$ cat src/sv/mexp_pkg.sv
// Shared constants for the modular exponentiation block.
// No dependencies.
package mexp_pkg;

  // Fixed widths of the configuration registers and data words.
  localparam int CFG_WIDTH    = 32;
  localparam int BASE_WIDTH   = 32;
  localparam int RESULT_WIDTH = 32;

  // Configuration register indexes.
  localparam int REG_INDEX_WIDTH = 1;
  localparam logic [REG_INDEX_WIDTH-1:0] REG_MODULUS  = 1'b0;
  localparam logic [REG_INDEX_WIDTH-1:0] REG_EXPONENT = 1'b1;

endpackage

$ cat src/sv/mexp_mulmod.sv
// Bit-serial interleaved multiply-reduce unit: prod = mcand * mplr mod m.
// Depends on mexp_pkg. One multiplier bit is consumed per cycle.
module mexp_mulmod import mexp_pkg::*; #(
  parameter int MOD_WIDTH = 32
) (
  input  logic                               clk,
  input  logic                               rst,
  input  logic                               start,
  input  logic [MOD_WIDTH-1:0]               m,
  input  logic [MOD_WIDTH-1:0]               mcand,
  input  logic [((MOD_WIDTH > BASE_WIDTH) ? MOD_WIDTH : BASE_WIDTH)-1:0] mplr,
  input  logic [$clog2(((MOD_WIDTH > BASE_WIDTH) ? MOD_WIDTH : BASE_WIDTH) + 1)-1:0] nsteps,
  output logic                               done,
  output logic [MOD_WIDTH-1:0]               prod
);

  localparam int OPW = (MOD_WIDTH > BASE_WIDTH) ? MOD_WIDTH : BASE_WIDTH;
  localparam int CW  = $clog2(OPW + 1);
  localparam int SW  = MOD_WIDTH + 2;

  logic                 run;
  logic [CW-1:0]        cnt;
  logic [MOD_WIDTH-1:0] acc;
  logic [MOD_WIDTH-1:0] acc_next;
  logic [MOD_WIDTH-1:0] a_reg;
  logic [OPW-1:0]       mp;
  logic [SW-1:0]        sum;
  logic [SW-1:0]        m1;
  logic [SW-1:0]        m2;

  // With acc and a_reg both below m, 2*acc + a_reg stays below 3*m, so one of
  // three candidates is the reduced value.
  always_comb begin
    m1  = SW'(m);
    m2  = m1 << 1;
    sum = {1'b0, acc, 1'b0} + (mp[OPW-1] ? SW'(a_reg) : '0);
    if (sum >= m2) begin
      acc_next = MOD_WIDTH'(sum - m2);
    end else if (sum >= m1) begin
      acc_next = MOD_WIDTH'(sum - m1);
    end else begin
      acc_next = MOD_WIDTH'(sum);
    end
  end

  always_ff @(posedge clk) begin
    if (rst) begin
      run  <= 1'b0;
      done <= 1'b0;
    end else begin
      done <= 1'b0;
      if (start) begin
        run <= 1'b1;
      end else if (run && cnt == CW'(1)) begin
        run  <= 1'b0;
        done <= 1'b1;
      end
    end
  end

  always_ff @(posedge clk) begin
    if (start) begin
      acc   <= '0;
      mp    <= mplr;
      a_reg <= mcand;
      cnt   <= nsteps;
    end else if (run) begin
      acc <= acc_next;
      mp  <= mp << 1;
      cnt <= cnt - CW'(1);
    end
  end

  assign prod = acc;

endmodule

$ cat src/sv/modular_exponentiation_top.sv
// The base is first reduced mod m; then for each exponent bit, from the top,
// the value is squared and, when the bit is set, multiplied by the base.
// One word at a time: start is taken only while busy is low; the shared
// multiply-reduce unit, one multiplier bit per cycle, sets the rate.
// A modulus of zero or one gives zero. The result is strobed by done for one
// cycle and cannot be stalled. Reset sets modulus and exponent to 1.
module modular_exponentiation_top import mexp_pkg::*; #(
  parameter int MOD_WIDTH = 32,
  parameter int EXP_WIDTH = 32
) (
  input  logic                       clk,
  input  logic                       rst,
  input  logic                       wr_en,
  input  logic [REG_INDEX_WIDTH-1:0] wr_index,
  input  logic [CFG_WIDTH-1:0]       wr_data,
  input  logic                       start,
  input  logic [BASE_WIDTH-1:0]      base,
  output logic                       busy,
  output logic                       done,
  output logic [RESULT_WIDTH-1:0]    result
);

  localparam int OPW  = (MOD_WIDTH > BASE_WIDTH) ? MOD_WIDTH : BASE_WIDTH;
  localparam int CW   = $clog2(OPW + 1);
  localparam int EOPW = (EXP_WIDTH > CFG_WIDTH) ? EXP_WIDTH : CFG_WIDTH;
  localparam int ECW  = $clog2(EXP_WIDTH + 1);
  localparam int MSH  = OPW - MOD_WIDTH;
  localparam int BSH  = OPW - BASE_WIDTH;

  localparam logic [2:0] S_IDLE = 3'd0;
  localparam logic [2:0] S_RED  = 3'd1;
  localparam logic [2:0] S_SQR  = 3'd2;
  localparam logic [2:0] S_SQW  = 3'd3;
  localparam logic [2:0] S_MUL  = 3'd4;
  localparam logic [2:0] S_MULW = 3'd5;
  localparam logic [2:0] S_FIN  = 3'd6;

  logic [2:0]           state;
  logic [CFG_WIDTH-1:0] modulus;
  logic [CFG_WIDTH-1:0] exponent;
  logic [OPW-1:0]       m_wide;
  logic [MOD_WIDTH-1:0] m;
  logic                 m_small;
  logic [EOPW-1:0]      e_wide;
  logic [EXP_WIDTH-1:0] e;
  logic [EXP_WIDTH-1:0] eshift;
  logic [ECW-1:0]       ecnt;
  logic [MOD_WIDTH-1:0] acc;
  logic [MOD_WIDTH-1:0] b_red;
  logic                 mm_start;
  logic [MOD_WIDTH-1:0] mm_mcand;
  logic [OPW-1:0]       mm_mplr;
  logic [CW-1:0]        mm_nsteps;
  logic                 mm_done;
  logic [MOD_WIDTH-1:0] mm_prod;

  always_ff @(posedge clk) begin
    if (rst) begin
      modulus  <= CFG_WIDTH'(1);
      exponent <= CFG_WIDTH'(1);
    end else if (wr_en) begin
      case (wr_index)
        REG_MODULUS:  modulus  <= wr_data;
        REG_EXPONENT: exponent <= wr_data;
        default: ;
      endcase
    end
  end

  always_comb begin
    m_wide  = OPW'(modulus);
    m       = m_wide[MOD_WIDTH-1:0];
    m_small = (m <= MOD_WIDTH'(1));
    e_wide  = EOPW'(exponent);
    e       = e_wide[EXP_WIDTH-1:0];
  end

  // The base is reduced first as 1 * base mod m, its bits fed from the top.
  always_comb begin
    mm_start  = 1'b0;
    mm_mcand  = acc;
    mm_mplr   = OPW'(acc) << MSH;
    mm_nsteps = CW'(MOD_WIDTH);
    case (state)
      S_IDLE: begin
        mm_start  = start && !m_small;
        mm_mcand  = MOD_WIDTH'(1);
        mm_mplr   = OPW'(base) << BSH;
        mm_nsteps = CW'(BASE_WIDTH);
      end
      S_SQR: begin
        mm_start = 1'b1;
      end
      S_MUL: begin
        mm_start = 1'b1;
        mm_mplr  = OPW'(b_red) << MSH;
      end
      default: ;
    endcase
  end

  mexp_mulmod #(
    .MOD_WIDTH(MOD_WIDTH)
  ) u_mulmod (
    .clk    (clk),
    .rst    (rst),
    .start  (mm_start),
    .m      (m),
    .mcand  (mm_mcand),
    .mplr   (mm_mplr),
    .nsteps (mm_nsteps),
    .done   (mm_done),
    .prod   (mm_prod)
  );

  always_ff @(posedge clk) begin
    if (rst) begin
      state <= S_IDLE;
      done  <= 1'b0;
    end else begin
      done <= 1'b0;
      case (state)
        S_IDLE: begin
          if (start) begin
            eshift <= e;
            ecnt   <= ECW'(EXP_WIDTH);
            if (m_small) begin
              acc   <= '0;
              state <= S_FIN;
            end else begin
              acc   <= MOD_WIDTH'(1);
              state <= S_RED;
            end
          end
        end
        S_RED: begin
          if (mm_done) begin
            b_red <= mm_prod;
            state <= S_SQR;
          end
        end
        S_SQR: state <= S_SQW;
        S_SQW: begin
          if (mm_done) begin
            acc <= mm_prod;
            if (eshift[EXP_WIDTH-1]) begin
              state <= S_MUL;
            end else begin
              eshift <= eshift << 1;
              ecnt   <= ecnt - ECW'(1);
              state  <= (ecnt == ECW'(1)) ? S_FIN : S_SQR;
            end
          end
        end
        S_MUL: state <= S_MULW;
        S_MULW: begin
          if (mm_done) begin
            acc    <= mm_prod;
            eshift <= eshift << 1;
            ecnt   <= ecnt - ECW'(1);
            state  <= (ecnt == ECW'(1)) ? S_FIN : S_SQR;
          end
        end
        S_FIN: begin
          done   <= 1'b1;
          result <= RESULT_WIDTH'(acc);
          state  <= S_IDLE;
        end
        default: state <= S_IDLE;
      endcase
    end
  end

  assign busy = (state != S_IDLE);

endmodule

$ cat config.mk
export PLATFORM = sky130hd
export DESIGN_NAME = modular_exponentiation_top
export DESIGN_NICKNAME = d
export VERILOG_FILES = /design/src/sv/mexp_pkg.sv /design/src/sv/mexp_mulmod.sv /design/src/sv/modular_exponentiation_top.sv
export SDC_FILE = /design/constraint.sdc
export NUM_CORES = 1
export LEC_CHECK = 0
export BUFFER_PORTS_ARGS = -buffer_cell sky130_fd_sc_hd__buf_2
export CORE_MARGIN = 2
export CORE_UTILIZATION = 55
export DETAILED_ROUTE_END_ITERATION = 10
export GPL_ROUTABILITY_DRIVEN = 0
export HOLD_SLACK_MARGIN = 0.1
export PLACE_DENSITY = 0.74
export SLEW_MARGIN = 5
export SYNTH_ARGS = -nofsm -noshare
export SYNTH_HDL_FRONTEND = slang
export SYNTH_SLANG_ARGS = --single-unit
$ cat constraint.sdc
create_clock -name clk -period 9.68 [get_ports clk]
set_input_delay 0.968 -clock clk [delete_from_list [all_inputs] [get_ports clk]]
set_output_delay 0.968 -clock clk [all_outputs]
set_load 0.005 [all_outputs]
=== After elaboration in Yosys (flattened, before gate mapping) ===
Index checks and enable logic that the tools add are counted.

* $add $sub $neg: 5
* Order comparisons: 3
* Equal/unequal tests: 14
* Muxes and demuxes: 33
* Bitwise logic cells: 2
* Reductions and logical operators: 20

{| class="wikitable"
|+ Operator list
! cell !! count
|-
| $mux W32 || 11
|-
| $pmux W32 S2 || 2
|-
| $pmux W32 S3 || 1
|-
| $sub A32 B32 Y32 || 2
|-
| $add A33 B32 Y34 || 1
|-
| $ge A34 B32 Y1 || 1
|-
| $ge A34 B33 Y1 || 1
|-
| $le A32 B1 Y1 const B || 1
|-
| $mux W6 || 4
|-
| $mux W3 || 7
|-
| $pmux W3 S6 || 1
|-
| $pmux W6 S3 || 1
|-
| $eq A6 B1 Y1 const B || 2
|-
| $sub A6 B1 Y6 const B || 2
|-
| $eq A3 B3 Y1 const B || 3
|-
| $ne A2 B1 Y1 const B || 4
|-
| $reduce_and A4 Y1 || 2
|-
| $eq A3 B2 Y1 const B || 2
|-
| $reduce_and A2 Y1 || 3
|-
| $reduce_and A6 Y1 || 1
|-
| $reduce_bool A2 Y1 || 3
|-
| $reduce_bool A3 Y1 || 2
|-
| $reduce_or A2 Y1 || 3
|-
| $mux W1 || 5
|-
| other kinds (9) || 12
|}

* Register bits after elaboration: 306
* Input bits: 69
* Word-level logic and storage cells: 93

=== Depth between registers and ports, before layout ===
Gate-level depths: netlist of the first run.

* Depth in word-level cells: 5
* Depth in mapped cells: 27
* Depth with buffers taken out: 25

=== Modules after synthesis ===
Synthesis of the first run repeated with hierarchy kept, for this count alone.

* Cell total of the unflattened synthesis: 1,780
* Area, all modules: 17,650.7 µm²

{| class="wikitable"
|+ Modules (own cells, without submodules)
! module !! instances !! cells an instance !! area an instance (µm²) !! seq. area each (µm²)
|-
| mexp_mulmod || 1 || 1,056 || 9,421.5 || 2,782.7
|-
| modular_exponentiation_top || 1 || 724 || 8,229.1 || 5,385.2
|}

=== Least setup slack after synthesis of the first run ===
Ideal clock, no wire load.

* Path type: register to register
* From: reg u_mulmod.mp[31]
* To: reg u_mulmod.acc[12], in the netlist u_mulmod.prod[12]
* Setup time: 0.132 ns
* Data arrival time: 5.075 ns
* Required time: 9.548 ns
* Path slack: 4.473 ns
* Cell stages (with the launch flop): 26
* Clock period less this slack: 5.207 ns
* Cell sequence: edfxtp_1 clkbuf_1 nand2_1 fa_1 nand2b_1 a211oi_1 o21ai_2 o21ai_1 a221o_1 and3_1 o21ai_0 a21oi_1 xor2_1 ha_1 a21oi_1 nor2_1 a211oi_1 inv_1 a211oi_1 o21ai_1 a2bb2oi_1 or3_1 buf_6 mux2_1 mux2i_1 a21oi_1

* Longest elaborated chain between the ends: 5

{| class="wikitable"
|+ RTL lines
! what !! RTL line !! RTL
|-
| start, declared || mexp_mulmod.sv:26 || <nowiki>logic [OPW-1:0] mp;</nowiki>
|-
| start signal, assigned || mexp_mulmod.sv:64 || <nowiki>mp <= mplr;</nowiki>
|-
| start signal, assigned || mexp_mulmod.sv:69 || <nowiki>mp <= mp << 1;</nowiki>
|-
| $mux W32 * || mexp_mulmod.sv:36 || <nowiki>sum = {1'b0, acc, 1'b0} + (mp[OPW-1] ? SW'(a_reg) : '0);</nowiki>
|-
| $add A33 B32 Y34 * || mexp_mulmod.sv:36 ||
|-
| $sub A32 B32 Y32 / $ge A34 B32 Y1 (equally long branches) || mexp_mulmod.sv:40, mexp_mulmod.sv:39 ||
|-
| $mux W32 || mexp_mulmod.sv:39 || <nowiki>end else if (sum >= m1) begin</nowiki>
|-
| $mux W32 * || mexp_mulmod.sv:37 || <nowiki>if (sum >= m2) begin</nowiki>
|-
| end signal, assigned || mexp_mulmod.sv:68 || <nowiki>acc <= acc_next;</nowiki>
|-
| end, declared || mexp_mulmod.sv:23 || <nowiki>logic [MOD_WIDTH-1:0] acc;</nowiki>
|}

Every way passes the cells marked *; elsewhere a longest branch is shown, timed or not.
A chain may end at the register's enable or synchronous reset.

=== Worst setup path after layout of the first run ===
* From: reg u_mulmod.mp[31]
* To: reg u_mulmod.acc[26], in the netlist u_mulmod.prod[26]

The elaborated chain is that of the path after synthesis.

==> run summary, run 1 <==
run status: completed
Max Slew Vio Count: 0
first-pass GRT wire length: 70000 um
post-synth top area share: 0.347
Initial Util: 0.559
die area: 0.0326 mm^2
worst r2r path cells: 25
grt ovf: 0
distinct cell type count after synthesis: 72
Net Switching: 3.61 mW
actual slew at the worst max-slew pin: 1.24 ns
IO buf count: 102
Leak: 7.51 nW
worst hold start: e[16]
routed wire length: 43600 um
slew margin rel.: 0.173
Core ar.: 0.0307 mm^2
H-tree depth: 2
CP Launch Type: flop
# setup viols final: 0
synth warn: 0
antenna cells: 0
Post-synth EDFFs: 198
pin count of the biggest net entering global routing: 74
Tmin final: 7.25 ns
Power Total: 7.90 mW
Clock Power Share: 0.168
Post-Syn Nets: 1964
clock root cell: clkbuf_16
commonest cells in the netlist: nand2_1, edfxtp_1, a21oi_1, o21ai_0, dfxtp_1
Syn Std Cell Area: 0.0172 mm^2
GRT Overall Usage: 0.264
Die Ht: 181 um
io pins: 103
Die Width: 181 um
fin nets: 2033
Crit Path Class: flop to flop
RSZ-0062 raised after global routing: false
CTS Hold Bufs: 0
clock latency on the worst-skew pair: 0.54 ns
CTS tree: done
worst vdd ir: 0.197 mV
top cells by area, synth: edfxtp_1, dfxtp_1, ha_1
Sw Ratio: 0.457
clk sinks: 306
area grow syn2layout: 11.7%
DRC viols: 0
Critical Path AT: 7.68 ns
initial antenna violation count: 0
Period Utilization, post-route: 0.748
flop2flop setup slack: 2.43 ns
hold endpoint: e[16]
Pwr per Cell Area: 412 mW/mm^2
capturing point of the worst reg2reg path: u_mulmod.prod[26]
fraction of registers with async set/reset: 0
post-synth top area cell: edfxtp_1
Hold Fails Final Rpt: 0
DR iter-0 viols: 1226
WL/cell: 19.1 um
via count: 13800
top-count cell post-synth: nand2_1
r2r startpoint: u_mulmod.mp[31]
post-detail-place hpwl: 31700 um
Comb pwr share: 0.593
number of global-route vias before repair: 13200
FF+latch count, synth: 306
worst-path fanout max: 32
Hold Path Class: flop to flop
antenna-violating nets left: 0
Post-CTS Setup Repair Bufs: 0
Critical Path RT: 10.12 ns
clock buffer depth: 3
syn avg cell area: 9.57 um^2
Main synth FF type: edfxtp_1
internal power: 4.29 mW
FMAX: 0.138 GHz
share of cells above drive strength 1: 0.104
Seq/Total Area, Yosys: 0.473
vias per cell: 6.03
endpoint type of the worst setup path: flop
Syn Inst Count: 1793
Hold Path Cell Cnt: 2
sequential power share: 0.239
CTS resizes: 0
max-cap viol count: 0
Final TNS setup: 0 ns
Core Rows: 64
Max Clock Skew: 0.0301 ns
clock-pin slew on the worst setup and hold paths: 0.06 ns
Detailed Routing Iterations Pass 1: 5
Num CTS Buffers: 34
## area by class of cell
type | instances | area [um^2]
fill | 2529 | 11500
multi-input combinational | 1332 | 8510
timing repair buffer | 121 | 653
sequential | 306 | 8110
tap | 396 | 495
clock inverter | 18 | 220
inverter | 67 | 251
clock buffer | 44 | 930
## logic make-up (layout without fill, tap and decap cells)
| family | count (synthesis) | in the layout | share of synthesized area |
|---|---|---|---|
| flip-flops | 306 | 306 | 0.473 |
| AND/OR/NAND/NOR | 585 | 585 | 0.159 |
| multiplexers | 45 | 45 | 0.0267 |
| adder cells (fa/ha/maj) | 102 | 102 | 0.0757 |
| XOR/XNOR | 93 | 93 | 0.0475 |
| AO/OA/AOI/OAI | 507 | 507 | 0.183 |
| buffers and inverters | 155 | 250 | 0.0353 |
## power groups by stage
stage          Sequential [mW]  Clock [mW]  Combinational (mW)
2_1_floorplan             1.82           0                3.49
3_3_place_gp              1.90           0                4.43
3_5_place_dp              1.91           0                4.52
4_1_cts                   1.88        1.34                4.55
5_1_grt                   1.91        1.40                5.08
6_report                  1.89        1.33                4.68
## worst max path at each step
stage,start,endpoint,slack [ns],cells past startpoint
floorplan,u_mulmod.mp[31],u_mulmod.prod[12],4.47,25
global placement,u_mulmod.mp[31],u_mulmod.prod[29],2.86,25
detailed placement,u_mulmod.mp[31],u_mulmod.prod[29],2.67,25
CTS,u_mulmod.mp[31],u_mulmod.prod[26],2.59,25
global route,u_mulmod.mp[31],u_mulmod.prod[26],1.96,25
finish,u_mulmod.mp[31],u_mulmod.prod[26],2.43,25
## per-layer routing
layer | GRT usage | part of all wire
met3 | 0.0378 | 0.074
met4 | 0.0619 | 0.019
met5 | 0 | 0
met2 | 0.427 | 0.46
met1 | 0.377 | 0.44
## worst max-delay path: stages, from the launching register on
cell and delay, ns:
edfxtp_1 0.86, and2_1 0.24, ha_1 0.19, inv_1 0.06
fa_1 0.39, nand2b_1 0.18, a211oi_1 0.31, o21ai_2 0.12
o21ai_1 0.25, a221o_1 0.32, and3_1 0.21, o21ai_0 0.07
a21oi_1 0.16, xor2_1 0.41, ha_1 0.38, a21oi_1 0.20
nor2_1 0.07, a211oi_1 0.50, inv_1 0.11, a211oi_1 0.24
o21ai_1 0.16, a2bb2oi_1 0.17, or3_1 0.68, nor2_2 0.49
a22oi_1 0.17, a21oi_1 0.18
## through the flow
stage          std cells  setup slack (ns)  cell area [um^2]   util  hold slack, ns
2_1_floorplan       1793              4.47             17200      -           0.429
3_5_place_dp        2222              2.67             18000  0.587           0.448
6_report            2284              2.43             19200  0.625           0.452
5_1_grt             2284              1.96             19200  0.625           0.477
3_3_place_gp        2222              2.86             18000  0.587           0.441
4_1_cts             2284              2.59             19200  0.625           0.455
## cell usage in the layout (no fill, tap or decap), drive strengths merged, types with 5 or more instances in the layout
cell	netlist	final
nand2	296	296
edfxtp	198	198
a21oi	164	164
o21ai	142	142
buf	11	121
dfxtp	108	108
ha	99	99
and2	96	96
inv	66	68
nor2	68	68
xnor2	61	61
clkbuf	77	44
mux2i	39	39
a21o	35	35
xor2	32	32
a22o	31	31
nand3	27	27
a31oi	20	20
o211ai	19	19
nor3	17	17
nand4	16	16
a211oi	16	16
o21bai	14	14
nor4	12	12
nor2b	12	12
and3	10	10
o21a	10	10
clkinv	1	10
nand2b	9	9
nand3b	7	7
a221oi	7	7
or3	6	6
mux2	6	6
o31ai	5	5
o211a	5	5
Note: power is estimated with default switching activity, not from simulation.
==> run 2, diff against run 1 <==
Clock period 9.68 ns to 6.8 ns, I/O delays scaled along.
==> run summary, run 2 (synthesis gave the netlist of run 1 again) <==
Sw Ratio: 0.456
io pins: 103
clock buffer depth: 3
Initial Util: 0.559
Crit Path Class: flop to flop
clock root cell: clkbuf_16
Hold Fails Final Rpt: 0
DRC viols: 0
Hold Path Class: input pin to flop
fin nets: 2040
Max Clock Skew: 0.0166 ns
run status: completed
clock latency on the worst-skew pair: 0.53 ns
clk sinks: 306
number of global-route vias before repair: 13400
met3 usage in global routing: 0.0372
via count: 13800
Critical Path AT: 6.63 ns
share of cells above drive strength 1: 0.105
antenna cells: 0
area occupied by registers: 0.00811 mm^2
clock-pin slew on the worst setup and hold paths: 0.06 ns
vias per cell: 6.04
max-cap viol count: 0
Multi-input gate area: 0.00851 mm^2
initial antenna violation count: 0
# setup viols final: 0
final std cells w/o fill: 2291
Tmin final: 6.26 ns
endpoint type of the worst setup path: flop
Post-CTS Setup Repair Bufs: 0
met1 usage: 0.370
CTS tree: done
area grow syn2layout: 11.6%
crit-path max cell delay: 0.49 ns
CTS Hold Bufs: 0
Num CTS Buffers: 34
Net Switching: 5.10 mW
Critical Path RT: 7.17 ns
FILL cells: 2498
Area after DPL: 0.0181 mm^2
FMAX: 0.160 GHz
IO buf count: 102
pin count of the biggest net entering global routing: 96
Final TNS setup: 0 ns
number of buffers and inverters on the critical path: 5
CTS resizes: 0
Core Rows: 64
CP delay by family, top: compound AO/OA/AOI/OAI gates
sequential power share: 0.238
Top Usage Layer GRT: met2
CP Launch Type: flop
Max Slew Vio Count: 0
die area: 0.0326 mm^2
final hold slack: 0.413 ns
Period Utilization, post-route: 0.921
WL/cell: 19.1 um
Comb pwr share: 0.602
Clock Power Share: 0.160
cell mode on critical path: buf_4
met2 usage: 0.432
GRT Overall Usage: 0.265
Pwr per Cell Area: 585 mW/mm^2
Die Ht: 181 um
H-tree depth: 2
worst vdd ir: 0.296 mV
routed wire length: 43800 um
DP Cell Count: 2229
post-detail-place hpwl: 31900 um
fin area: 0.0191 mm^2
actual slew at the worst max-slew pin: 1.26 ns
grt ovf: 0
slew margin rel.: 0.162
internal power: 6.09 mW
antenna-violating nets left: 0
DR iter-0 viols: 1258
CP max stage cell: or3_1
commonest non-fill, non-tap cell in the layout: nand2_1
first-pass GRT wire length: 70400 um
Power Total: 11.2 mW
worst-path fanout max: 31
Leak: 7.51 nW
most frequent cells in the layout: nand2_1, edfxtp_1, a21oi_1, o21ai_0, dfxtp_1
Die Width: 181 um
RSZ-0062 raised after global routing: false
Core ar.: 0.0307 mm^2
Detailed Routing Iterations Pass 1: 5
run 2: cell types whose count changed in the layout (fill, tap and decap cells not counted):
| cell | delta |
|---|---|
| clkinv_1 | +1 |
| bufinv_16 | -2 |
| inv_16 | +1 |
| clkinv_8 | -2 |
| clkinv_2 | +1 |
| clkbuf_8 | -1 |
| buf_4 | +7 |
| clkbuf_1 | +3 |
| inv_6 | -1 |
run 2: area by class of cell:
type                    count  area share
multi-input cells        1332       0.444
flip-flops and latches    306       0.424
clock buffers              46      0.0484
repair buffers            128      0.0369
well taps                 396      0.0259
inverters                  67      0.0131
clock inverters            16     0.00771
run 2: power groups by stage:
stage / registers (mW) / clock network [mW] / logic (mW)
2_1_floorplan: 2.59 / 0 / 4.97
3_3_place_gp: 2.68 / 0 / 6.40
3_5_place_dp: 2.69 / 0 / 6.52
4_1_cts: 2.66 / 1.81 / 6.56
5_1_grt: 2.69 / 1.88 / 7.31
6_report: 2.66 / 1.79 / 6.74
run 2: layer usage:
layer / part of all wire / wire length, um
met2: 0.45 / 19900
met5: 0 / 0
met1: 0.45 / 19600
met3: 0.072 / 3160
met4: 0.026 / 1150
run 2: worst reg2reg max path: stages, from the launching register on:
cell       delay, ns
edfxtp_1        0.34
buf_4           0.26
nand2_1         0.15
fa_1            0.44
nand2b_1        0.18
a211oi_1        0.28
o21ai_2         0.12
o21ai_1         0.27
a221o_1         0.33
and3_1          0.20
o21ai_0         0.08
a21oi_1         0.17
xor2_1          0.17
buf_4           0.17
ha_1            0.29
a21oi_1         0.18
nor2_1          0.07
a211oi_1        0.22
buf_4           0.18
inv_1           0.05
a211oi_1        0.32
o21ai_1         0.16
a2bb2oi_1       0.18
or3_1           0.49
buf_4           0.26
mux2_1          0.32
mux2i_1         0.14
a21oi_1         0.08
run 2: final timing paths:
check,startpoint,to,slack (ns),cells after the start
setup / recovery,u_mulmod.mp[31],u_mulmod.prod[12],0.54,27
hold / removal,wr_data[16],e[16],0.41,3
setup reg to reg,u_mulmod.mp[31],u_mulmod.prod[12],0.54,27
hold reg to reg,e[16],e[16],0.45,2
run 2: metrics by stage:
stage	util	setup WS, ns
after floorplan	-	1.59
after global placement	0.589	0.908
after detailed placement	0.589	0.674
after CTS	0.624	0.627
after global routing	0.624	0.215
final	0.624	0.541
